### config.mk
export PLATFORM = sky130hd
export DESIGN_NAME = sorted_sequence_merger
export DESIGN_NICKNAME = d
export VERILOG_FILES = /design/src/design/ssm_pkg.sv /design/src/design/ssm_ram.sv /design/src/design/ssm_ctrl.sv /design/src/design/sorted_sequence_merger.sv
export VERILOG_INCLUDE_DIRS = /design/src /design/src/design
export SDC_FILE = /design/constraint.sdc
export NUM_CORES = 2
export LEC_CHECK = 0
export ABC_AREA = 1
export BUFFER_PORTS_ARGS = -buffer_cell sky130_fd_sc_hd__buf_4
export CAP_MARGIN = 25
export CORE_UTILIZATION = 45
export CTS_CLUSTER_DIAMETER = 120
export CTS_CLUSTER_SIZE = 8
export DETAILED_ROUTE_END_ITERATION = 10
export PLACE_DENSITY = 0.63
export SLEW_MARGIN = 20
export SYNTH_ARGS = -nofsm -noshare
export SYNTH_HDL_FRONTEND = slang
export SYNTH_SLANG_ARGS = --single-unit
### constraint.sdc
create_clock -name clock -period 12.6 [get_ports clock]
set_clock_uncertainty 0.2 [all_clocks]
set_input_delay 0.63 -clock clock [delete_from_list [all_inputs] [get_ports clock]]
set_output_delay 0.63 -clock clock [all_outputs]
set_load 0.05 [all_outputs]
### src/design/sorted_sequence_merger_defines.svh
// Assertion helpers used by the top-level file to check this block.
`ifndef SORTED_SEQUENCE_MERGER_DEFINES_SVH
`define SORTED_SEQUENCE_MERGER_DEFINES_SVH

// Same-cycle implication, sampled on the rising clock edge, off during reset.
`define SSM_CHECK_NOW(lbl, ante, cons, msg) \
   lbl: assert property (@(posedge clock) disable iff (reset) (ante) |-> (cons)) \
      else $error(msg);

// Next-cycle implication, sampled on the rising clock edge, off during reset.
`define SSM_CHECK_NEXT(lbl, ante, cons, msg) \
   lbl: assert property (@(posedge clock) disable iff (reset) (ante) |=> (cons)) \
      else $error(msg);

`endif

### src/design/ssm_pkg.sv
package ssm_pkg;

   localparam int SEQ_DEPTH = 32;
   localparam int ADDR_W    = (SEQ_DEPTH > 1) ? $clog2(SEQ_DEPTH) : 1;
   localparam int CNT_W     = $clog2(SEQ_DEPTH + 1);
   localparam int DATA_W    = 32;
   localparam int KIND_W    = 2;

   localparam logic [CNT_W-1:0] DEPTH_CNT = CNT_W'(SEQ_DEPTH);

   typedef enum logic [KIND_W-1:0] {
      KIND_APPEND_FIRST  = 2'd0,
      KIND_APPEND_SECOND = 2'd1,
      KIND_MERGE         = 2'd2
   } kind_type;

   typedef enum logic [1:0] {
      ST_IDLE,
      ST_READ,
      ST_PICK
   } state_type;

   typedef struct packed {
      logic              wr_first;
      logic              wr_second;
      logic [ADDR_W-1:0] wr_addr;
      logic              rd_en;
      logic [ADDR_W-1:0] rd_addr_first;
      logic [ADDR_W-1:0] rd_addr_second;
   } ram_ctl_type;

   typedef struct packed {
      logic                     valid;
      logic signed [DATA_W-1:0] value;
      logic                     from_second;
      logic                     last;
      logic                     overflow;
   } pick_type;

   typedef struct packed {
      logic             busy;
      logic [CNT_W-1:0] cnt_first;
      logic [CNT_W-1:0] cnt_second;
      logic [CNT_W-1:0] ptr_first;
      logic [CNT_W-1:0] ptr_second;
   } status_type;

endpackage

### src/design/ssm_ram.sv
module ssm_ram #(
   parameter int WIDTH = 32,
   parameter int DEPTH = 32
) (
   input  logic                                       clock,
   input  logic                                       wr_en,
   input  logic [((DEPTH > 1) ? $clog2(DEPTH) : 1)-1:0] wr_addr,
   input  logic [WIDTH-1:0]                           wr_data,
   input  logic                                       rd_en,
   input  logic [((DEPTH > 1) ? $clog2(DEPTH) : 1)-1:0] rd_addr,
   output logic [WIDTH-1:0]                           rd_data
);

   logic [WIDTH-1:0] mem_ff [DEPTH];
   logic [WIDTH-1:0] rd_data_ff;

   always_ff @(posedge clock) begin
      if (wr_en) begin
         mem_ff[wr_addr] <= wr_data;
      end
      if (rd_en) begin
         rd_data_ff <= mem_ff[rd_addr];
      end
   end

   assign rd_data = rd_data_ff;

endmodule

### src/design/ssm_ctrl.sv
module ssm_ctrl (
   input  logic                          clock,
   input  logic                          reset,
   input  logic                          req_valid,
   output logic                          req_ready,
   input  logic [ssm_pkg::KIND_W-1:0]    req_kind,
   input  logic [ssm_pkg::DATA_W-1:0]    rd_first,
   input  logic [ssm_pkg::DATA_W-1:0]    rd_second,
   input  logic                          out_free,
   output ssm_pkg::ram_ctl_type          ram_ctl,
   output ssm_pkg::pick_type             pick,
   output ssm_pkg::status_type           status
);

   import ssm_pkg::*;

   state_type        state_ff, state_in;
   logic [CNT_W-1:0] cnt_first_ff, cnt_first_in;
   logic [CNT_W-1:0] cnt_second_ff, cnt_second_in;
   logic [CNT_W-1:0] ptr_first_ff, ptr_first_in;
   logic [CNT_W-1:0] ptr_second_ff, ptr_second_in;
   logic             dropped_ff, dropped_in;
   logic             ovf_ff, ovf_in;

   logic             accept;
   logic             have_first;
   logic             have_second;
   logic             take_first;
   logic [CNT_W-1:0] ptr_first_nx;
   logic [CNT_W-1:0] ptr_second_nx;
   logic             pick_last;
   logic             any_stored;

   assign accept      = req_valid && req_ready;
   assign any_stored  = (cnt_first_ff != '0) || (cnt_second_ff != '0);
   assign have_first  = ptr_first_ff < cnt_first_ff;
   assign have_second = ptr_second_ff < cnt_second_ff;
   // A tie goes to the second sequence.
   assign take_first  = have_first &&
                        (!have_second || ($signed(rd_first) < $signed(rd_second)));
   assign ptr_first_nx  = ptr_first_ff + CNT_W'(take_first);
   assign ptr_second_nx = ptr_second_ff + CNT_W'(!take_first);
   assign pick_last     = (ptr_first_nx == cnt_first_ff) && (ptr_second_nx == cnt_second_ff);

   // Next state.
   always_comb begin
      state_in = state_ff;
      case (state_ff)
         ST_IDLE: begin
            if (accept && (req_kind == KIND_MERGE) && any_stored) begin
               state_in = ST_READ;
            end
         end
         ST_READ: begin
            state_in = ST_PICK;
         end
         ST_PICK: begin
            if (out_free) begin
               state_in = pick_last ? ST_IDLE : ST_READ;
            end
         end
         default: begin
            state_in = ST_IDLE;
         end
      endcase
   end

   // Outputs.
   always_comb begin
      req_ready              = 1'b0;
      ram_ctl                = '0;
      ram_ctl.wr_addr        = (req_kind == KIND_APPEND_FIRST) ?
                               cnt_first_ff[ADDR_W-1:0] : cnt_second_ff[ADDR_W-1:0];
      ram_ctl.rd_addr_first  = ptr_first_ff[ADDR_W-1:0];
      ram_ctl.rd_addr_second = ptr_second_ff[ADDR_W-1:0];
      pick.valid             = 1'b0;
      pick.value             = take_first ? $signed(rd_first) : $signed(rd_second);
      pick.from_second       = !take_first;
      pick.last              = pick_last;
      pick.overflow          = ovf_ff;
      case (state_ff)
         ST_IDLE: begin
            req_ready         = 1'b1;
            ram_ctl.wr_first  = req_valid && (req_kind == KIND_APPEND_FIRST) &&
                                (cnt_first_ff < DEPTH_CNT);
            ram_ctl.wr_second = req_valid && (req_kind == KIND_APPEND_SECOND) &&
                                (cnt_second_ff < DEPTH_CNT);
         end
         ST_READ: begin
            ram_ctl.rd_en = 1'b1;
         end
         ST_PICK: begin
            pick.valid = 1'b1;
         end
         default: begin
            req_ready = 1'b0;
         end
      endcase
   end

   // Counters, pointers and flags.
   always_comb begin
      cnt_first_in  = cnt_first_ff;
      cnt_second_in = cnt_second_ff;
      ptr_first_in  = ptr_first_ff;
      ptr_second_in = ptr_second_ff;
      dropped_in    = dropped_ff;
      ovf_in        = ovf_ff;
      if (accept) begin
         case (req_kind)
            KIND_APPEND_FIRST: begin
               if (cnt_first_ff < DEPTH_CNT) begin
                  cnt_first_in = cnt_first_ff + CNT_W'(1);
               end else begin
                  dropped_in = 1'b1;
               end
            end
            KIND_APPEND_SECOND: begin
               if (cnt_second_ff < DEPTH_CNT) begin
                  cnt_second_in = cnt_second_ff + CNT_W'(1);
               end else begin
                  dropped_in = 1'b1;
               end
            end
            KIND_MERGE: begin
               ovf_in        = dropped_ff;
               dropped_in    = 1'b0;
               ptr_first_in  = '0;
               ptr_second_in = '0;
            end
            default: begin
               dropped_in = dropped_ff;
            end
         endcase
      end
      if ((state_ff == ST_PICK) && out_free) begin
         ptr_first_in  = ptr_first_nx;
         ptr_second_in = ptr_second_nx;
         if (pick_last) begin
            cnt_first_in  = '0;
            cnt_second_in = '0;
         end
      end
   end

   always_ff @(posedge clock) begin
      if (reset) begin
         state_ff      <= ST_IDLE;
         cnt_first_ff  <= '0;
         cnt_second_ff <= '0;
         ptr_first_ff  <= '0;
         ptr_second_ff <= '0;
         dropped_ff    <= 1'b0;
         ovf_ff        <= 1'b0;
      end else begin
         state_ff      <= state_in;
         cnt_first_ff  <= cnt_first_in;
         cnt_second_ff <= cnt_second_in;
         ptr_first_ff  <= ptr_first_in;
         ptr_second_ff <= ptr_second_in;
         dropped_ff    <= dropped_in;
         ovf_ff        <= ovf_in;
      end
   end

   assign status.busy       = state_ff != ST_IDLE;
   assign status.cnt_first  = cnt_first_ff;
   assign status.cnt_second = cnt_second_ff;
   assign status.ptr_first  = ptr_first_ff;
   assign status.ptr_second = ptr_second_ff;

endmodule

### src/design/sorted_sequence_merger.sv
// Sorted sequence merger.
// The request channel carries one word per item: req_kind selects an append to the
// first sequence, an append to the second sequence, or a merge; req_value is the
// element to append and is ignored for merges. Each sequence lives in its own
// single-port-read RAM of SEQ_DEPTH entries; appends beyond that are dropped and
// raise a sticky overflow flag.
// An append produces no response. A merge walks both RAMs and emits every stored
// element in ascending order on the response channel, taking the second sequence's
// head on a tie. For each response word the block first reads both heads from the
// RAMs and then compares them and loads the output register. The final word
// carries rsp_last, and all words of a merge carry the overflow flag as it stood
// when the merge began.
// A merge of two empty sequences produces nothing but still clears the flag.
// New requests are taken only while no merge is walking the RAMs, but the next
// request is accepted while the final response word still waits in the output
// register. If the receiver stalls, the walk pauses with the next word held.
// Reset empties both sequences and clears the flag; no RAM clearing pass is needed.
`include "sorted_sequence_merger_defines.svh"

module sorted_sequence_merger (
   input  logic                                clock,
   input  logic                                reset,
   input  logic                                req_valid,
   output logic                                req_ready,
   input  logic [ssm_pkg::KIND_W-1:0]          req_kind,
   input  logic signed [ssm_pkg::DATA_W-1:0]   req_value,
   output logic                                rsp_valid,
   input  logic                                rsp_ready,
   output logic signed [ssm_pkg::DATA_W-1:0]   rsp_merged_value,
   output logic                                rsp_from_second,
   output logic                                rsp_last,
   output logic                                rsp_overflow
);

   import ssm_pkg::*;

   ram_ctl_type              ram_ctl;
   pick_type                 pick;
   status_type               status;
   logic [DATA_W-1:0]        rd_first;
   logic [DATA_W-1:0]        rd_second;
   logic                     out_free;

   logic                     rsp_valid_ff, rsp_valid_in;
   logic signed [DATA_W-1:0] value_ff;
   logic                     from_second_ff;
   logic                     last_ff;
   logic                     overflow_ff;

   // The output register can take a new word when it is empty or being drained.
   assign out_free = !rsp_valid_ff || rsp_ready;

   ssm_ram #(
      .WIDTH (DATA_W),
      .DEPTH (SEQ_DEPTH)
   ) u_first_ram (
      .clock   (clock),
      .wr_en   (ram_ctl.wr_first),
      .wr_addr (ram_ctl.wr_addr),
      .wr_data (req_value),
      .rd_en   (ram_ctl.rd_en),
      .rd_addr (ram_ctl.rd_addr_first),
      .rd_data (rd_first)
   );

   ssm_ram #(
      .WIDTH (DATA_W),
      .DEPTH (SEQ_DEPTH)
   ) u_second_ram (
      .clock   (clock),
      .wr_en   (ram_ctl.wr_second),
      .wr_addr (ram_ctl.wr_addr),
      .wr_data (req_value),
      .rd_en   (ram_ctl.rd_en),
      .rd_addr (ram_ctl.rd_addr_second),
      .rd_data (rd_second)
   );

   ssm_ctrl u_ctrl (
      .clock     (clock),
      .reset     (reset),
      .req_valid (req_valid),
      .req_ready (req_ready),
      .req_kind  (req_kind),
      .rd_first  (rd_first),
      .rd_second (rd_second),
      .out_free  (out_free),
      .ram_ctl   (ram_ctl),
      .pick      (pick),
      .status    (status)
   );

   // Output register: the valid bit follows the pick whenever the slot frees up.
   always_comb begin
      rsp_valid_in = rsp_valid_ff;
      if (out_free) begin
         rsp_valid_in = pick.valid;
      end
   end

   always_ff @(posedge clock) begin
      if (reset) begin
         rsp_valid_ff <= 1'b0;
      end else begin
         rsp_valid_ff <= rsp_valid_in;
      end
   end

   always_ff @(posedge clock) begin
      if (out_free && pick.valid) begin
         value_ff       <= pick.value;
         from_second_ff <= pick.from_second;
         last_ff        <= pick.last;
         overflow_ff    <= pick.overflow;
      end
   end

   assign rsp_valid        = rsp_valid_ff;
   assign rsp_merged_value = value_ff;
   assign rsp_from_second  = from_second_ff;
   assign rsp_last         = last_ff;
   assign rsp_overflow     = overflow_ff;

   // Neither fill count may pass the store capacity.
   `SSM_CHECK_NOW(a_count_bound, 1'b1,
                  (status.cnt_first <= DEPTH_CNT) && (status.cnt_second <= DEPTH_CNT),
                  "fill count beyond capacity")

   // While a merge runs, the read pointers never pass the fill counts.
   `SSM_CHECK_NOW(a_ptr_bound, status.busy,
                  (status.ptr_first <= status.cnt_first) &&
                  (status.ptr_second <= status.cnt_second),
                  "merge pointer beyond fill count")

   // Handing the final word to the output register ends the merge and empties both stores.
   `SSM_CHECK_NEXT(a_last_ends_merge, pick.valid && pick.last && out_free,
                   !status.busy && (status.cnt_first == '0) && (status.cnt_second == '0),
                   "merge did not finish after its final word")

endmodule
* Yosys cells after proc, flatten, opt, wreduce, memory -nomap -nowiden
Memory sizes are Yosys's and may differ from the RTL's. A register that Yosys moved wholly into a read port is not among the register bits. Cells that the tools add are included. W data, S select, Z words.
Storage, ports and cells: register bits 64, memory bits (writable) 2048, output and inout bits 37, logic and storage cells 92, memories kept 2
Operators by class: add/sub/neg operators 4, magnitude comparators 5, equal/unequal tests 10, mux-type cells 31, reduce and logical (&&, ||, !) cells 28
Memory list:
- u_first_ram.mem_ff | depth 32, bits a word 32, read ports 1, clocked after memory_dff 1, wr ports 1, line ssm_ram.sv:14 | logic [WIDTH-1:0] mem_ff [DEPTH];
- u_second_ram.mem_ff | depth 32, bits a word 32, read ports 1, clocked after memory_dff 1, wr ports 1, line ssm_ram.sv:14
Operators with widths (number):
- $mux W6 | 14
- $lt A32 B32 Y1 | 1
- $mux W32 | 1
- $add A6 B1 Y6 | 2
- $add A6 B1 Y6 const B | 2
- $eq A6 B6 Y1 | 2
- $lt A6 B6 Y1 | 2
- $lt A6 B6 Y1 const B | 2
- $reduce_bool A6 Y1 | 2
- $logic_and A1 B1 Y1 | 11
- $mux W1 | 10
- $mux W2 | 3
- $ne A2 B2 Y1 const B | 3
- $pmux W2 S3 | 1
- $reduce_and A2 Y1 | 3
- $mux W5 | 1
- $eq A2 B1 Y1 const B | 2
- $eq A2 B2 Y1 const B | 2
- $logic_not A2 Y1 | 2
- $reduce_and A4 Y1 | 1
- $reduce_bool A2 Y1 | 2
- $logic_not A1 Y1 | 3
- $logic_or A1 B1 Y1 | 3
- $pmux W1 S3 | 1
- 2 further kinds | 2

* Depth between registers and ports, before layout
depth after elaboration 11, mapped depth 28, gate-level depth less buffers 27

* Modules after synthesis
Synthesis repeated with hierarchy kept, for this count alone.
Second synthesis, totals: cell total of the unflattened synthesis 7630, area total of the unflattened synthesis 89862.4 um^2
By module, submodules not included:
- ssm_ram | times used 2, cells each 3536, area each 42726.0 um^2
- ssm_ctrl | times used 1, cells each 517, area each 3311.9 um^2
- sorted_sequence_merger | times used 1, cells each 41, area each 1098.6 um^2

* Least setup slack after synthesis
OpenSTA, ideal clock, no wires.
kind register to register, from register u_ctrl.state_ff[0], to memory u_second_ram.mem_ff[13][0], enable pin, arrival 4.256 ns, data required time 11.939 ns, path slack 7.683 ns, cell stages (with the launch flop) 7, clock period less this slack 4.917 ns, cells stage by stage dfxtp_1 nor2_1 nand2_1 nor3_2 inv_1 buf_2 nor3_1
Between the ends: word-level cells in the longest chain between the ends 4
RTL lines:
- start, declared | line ssm_ctrl.sv:17 | state_type state_ff, state_in;
- start signal, assigned | line ssm_ctrl.sv:156 | state_ff <= state_in;
- $logic_not A2 Y1 | line ssm_ctrl.sv:81 | case (state_ff)
- $mux W2 | line ssm_ctrl.sv:81
- $mux W1 | line ssm_ram.sv:18 | if (wr_en) begin
- $mux W1 (implied by the code) | line ssm_ram.sv:19 | mem_ff[wr_addr] <= wr_data;
- end, declared | line ssm_ram.sv:14
Every way passes these cells.

* Worst setup path after layout
from register u_ctrl.ptr_first_ff[0], to register u_ctrl.cnt_first_ff[5]
Between the ends: word-level cells in the longest chain between the ends 8, elaborated cells between the ends (all ways) 10, classes of those cells add/sub (2); order compare (1); eq/ne (2); mux (2); reduce/logical (3)
RTL lines:
- start, declared | line ssm_ctrl.sv:20 | logic [CNT_W-1:0] ptr_first_ff, ptr_first_in;
- start signal, assigned | line ssm_ctrl.sv:159 | ptr_first_ff <= ptr_first_in;
- $lt A6 B6 Y1 | line ssm_ctrl.sv:36 | assign have_first = ptr_first_ff < cnt_first_ff;
- $logic_and A1 B1 Y1 | line ssm_ctrl.sv:39 | assign take_first = have_first &&
- $logic_not A1 Y1 | line ssm_ctrl.sv:42 | assign ptr_second_nx = ptr_second_ff + CNT_W'(!take_first);
- $add A6 B1 Y6 | line ssm_ctrl.sv:42
- $eq A6 B6 Y1 | line ssm_ctrl.sv:43 | assign pick_last = (ptr_first_nx == cnt_first_ff) && (ptr_second_nx == cnt_second_ff);
- $logic_and A1 B1 Y1 (*) | line ssm_ctrl.sv:43
- $mux W6 (*) | line ssm_ctrl.sv:139 | if (pick_last) begin
- $mux W6 (*) | line ssm_ctrl.sv:136 | if ((state_ff == ST_PICK) && out_free) begin
- end signal, assigned | line ssm_ctrl.sv:157 | cnt_first_ff <= cnt_first_in;
- end, declared | line ssm_ctrl.sv:18 | logic [CNT_W-1:0] cnt_first_ff, cnt_first_in;
Every way passes the cells marked *; elsewhere a longest branch is shown, timed or not. A chain may end at the register's enable or synchronous reset.

==> summary.md <==
| Metric | Value |
|---|---|
| Status | `complete, no violations` |
| Die area | `193,000 µm²` |
| Hold Fails Final Rpt | `0` |
| Max Clock Freq | `0.177 GHz` |
| Ys Warns | `0` |
| # Post-CTS Setup Buffers | `0` |
| Routed WL | `238 mm` |
| Final Slew Violations | `0` |
| IO Pins | `75` |
| Startpoint Class | `register` |
| Overall Global Routing Usage | `0.242` |
| Number of enable flip-flop cells after synthesis | `2,147` |
| Routed length per placed instance | `25.8 µm` |
| Via/cell ratio | `6.00` |
| # hold bufs at CTS | `4` |
| Ys flop type | `edfxtp_1` |
| Mapped Area | `86,100 µm²` |
| Pin count of the biggest net entering global routing | `192` |
| LEAKAGE | `32.2 nW` |
| Iteration-0 DRC Markers | `6,631` |
| Setup TNS | `0 ns` |
| Root buffer cell | `clkbuf_16` |
| Crit Path Class | `register to register` |
| Hold Path Class | `primary input to register` |
| CP required | `13.21 ns` |
| Hold_ws | `0.0737 ns` |
| Worst skew pair latency | `0.92 ns` |
| Routed via count | `55,500` |
| Storage cell area | `65,100 µm²` |
| Die W | `439 µm` |
| CP Max Fanout | `87` |
| Layout area overhead | `13.4%` |
| Count leader, synth | `edfxtp_1` |
| Port Buf Inserts | `74` |
| Dpl cell area | `89,100 µm²` |
| Crit path DAT | `6.25 ns` |
| Share of cells above drive strength 1 | `0.0933` |
| RePlAce Congestion | `0.853` |
| Relative slew slack | `0.286` |
| Crit end category | `register` |
| Multi-input combinational cell area | `19,000 µm²` |
| Syn Nets | `6,695` |
| # resized after CTS | `0` |
| Max cap viols | `0` |
| First-pass GRT wire length | `347 mm` |
| Final Setup Violations | `0` |
| Register bit total from synthesis | `2,176` |
| Peak VDD IR | `0.000116 V` |
| Die Height | `439 µm` |
| Clk pin slew, worst setup/hold paths | `0.05 ns` |
| Non-Filler Cell Area, Final | `97,700 µm²` |
| Num CTS Buffers | `322` |
| Synth top area share | `0.749` |
| Seq/Total Area, Yosys | `0.755` |
| Final #Nets | `6,753` |
| Dpl ws | `6.97 ns` |
| Reg2Reg Setup Slack | `6.96 ns` |
| Vias in the first global route | `52,900` |
| Antenna violations before repair | `18` |
| Pin slew with the least headroom to its limit | `1.07 ns` |
| Post-synth cell types | `38` |
| Core area | `190,000 µm²` |
| Cells after Synth | `6,608` |
| GR Overflow Total | `0` |
| Commonest cells in the netlist | `edfxtp_1 (2,147), nor2_1 (1,386), o21ai_0 (1,124), o22ai_1 (568), nand2_1 (357)` |
| CTS tree | `yes` |
| Period utilization | `0.448` |
| First-pass iteration count of the detailed router | `5` |
| Top post-synthesis cells by area | `edfxtp_1 (75%), o21ai_0 (6.5%), nor2_1 (6.0%), o22ai_1 (4.1%), nand2_1 (1.6%)` |
| Detail Route Antenna Nets | `0` |
| Clock buffer depth | `4` |
| Starting density of the core | `0.453` |
| Power Density | `161 nW/µm²` |
| Avg Cell Area, Syn | `13.0 µm²` |
| Tot Pwr | `15.8 mW` |
| Cell Rows | `160` |
| Final WS setup | `6.96 ns` |
| Crit path time final | `5.64 ns` |
| Clock sink count | `2,176` |
| Synth area leader | `edfxtp_1` |
| Remaining DRCs | `0` |
| H-tree levels | `5` |
| Hpwl dp | `119 mm` |
| Fill count | `15,800` |
| Asr flop ratio synth | `0` |
| RSZ-0062 raised after global routing | `no` |
-- registers in the layout, indices dropped and copies added, names as in the netlist, 32 cells and up --
register / count
u_first_ram.mem_ff: 1024
u_second_ram.mem_ff: 1024
rsp_merged_value: 32
u_first_ram.rd_data: 32
u_second_ram.rd_data: 32
-- kinds of logic (layout without fill, tap and decap cells) --
family	count (synthesis)	in the layout	share of synthesized area
AO/OA/AOI/OAI	1914	1914	0.123
XOR/XNOR	16	16	0.00163
adder cells (fa/ha/maj)	49	49	0.00712
buffers and inverters	565	679	0.0279
flip-flops	2176	2176	0.755
other	0	11	0
AND/OR/NAND/NOR	1888	1888	0.0849
-- report_power, final --
group / switching (mW) / internal [mW]
sequential: 0.0136 / 7.99
combinational: 0.270 / 0.0674
clock: 2.84 / 4.58
total: 3.13 / 12.6
-- metal layers --
metal  routed length (µm)  vias to the layer above  GRT usage
li1                     -                    24600          -
met1                96600                    27700      0.333
met2               113000                     2648      0.388
met3                20200                      498     0.0375
met4                 8250                        2     0.0940
met5                   18                        -          0
-- cell usage in the layout, fill, tap and decap left out, drive strengths merged, types with 2 or more instances in the layout --
cell type / n
edfxtp: 2147
nor2: 1388
o21ai: 1224
o22ai: 568
clkbuf: 370
nand2: 358
buf: 195
inv: 107
o32ai: 72
nor3: 70
nand3: 54
ha: 49
a21oi: 40
dfxtp: 29
xor2: 12
diode: 11
nand4: 9
or2: 6
xnor2: 4
dlygate4sd3: 4
clkinv: 3
o21a: 2
a31oi: 2
o41ai: 2
-- worst paths after layout --
| check | from | cells past startpoint | to |
|---|---|---|---|
| max | u_ctrl.ptr_first_ff[0] | 16 | u_ctrl.cnt_first_ff[5] |
| min | req_value[29] | 1 | u_second_ram.mem_ff[30][29] |
| max reg2reg | u_ctrl.ptr_first_ff[0] | 16 | u_ctrl.cnt_first_ff[5] |
| min reg2reg | u_ctrl.ovf_ff | 0 | rsp_overflow |
-- stage by stage --
| step | instances | util |
|---|---|---|
| floorplan | 6608 | - |
| global placement | 8847 | 0.469 |
| detailed placement | 8847 | 0.469 |
| CTS | 9231 | 0.513 |
| global route | 9240 | 0.514 |
| finish | 9244 | 0.514 |
-- worst max-delay path: stages, from the launching register on --
cell and delay [ns]:
dfxtp_4 0.89, buf_4 0.84, o21ai_1 0.17, a21oi_1 0.26, a2111oi_4 0.05, buf_4 0.27, nand2_2 0.66, ha_1 0.35
ha_1 0.21, nand3_1 0.10, xor2_1 0.22, xor2_1 0.17, nand3_1 0.10, nor3_1 0.30, nand3_1 0.44, nand2_1 0.21
nor2_1 0.05
-- area by class of cell --
| type | count | area share |
|---|---|---|
| inverters | 100 | 0.00433 |
| flip-flops and latches | 2176 | 0.666 |
| clock inverters | 10 | 0.000922 |
| repair buffers | 199 | 0.0161 |
| multi-input cells | 3867 | 0.194 |
| clock buffers | 370 | 0.0856 |
| diodes | 11 | 0.000282 |
| well taps | 2511 | 0.0322 |
Power figures use the tool's default switching activity.
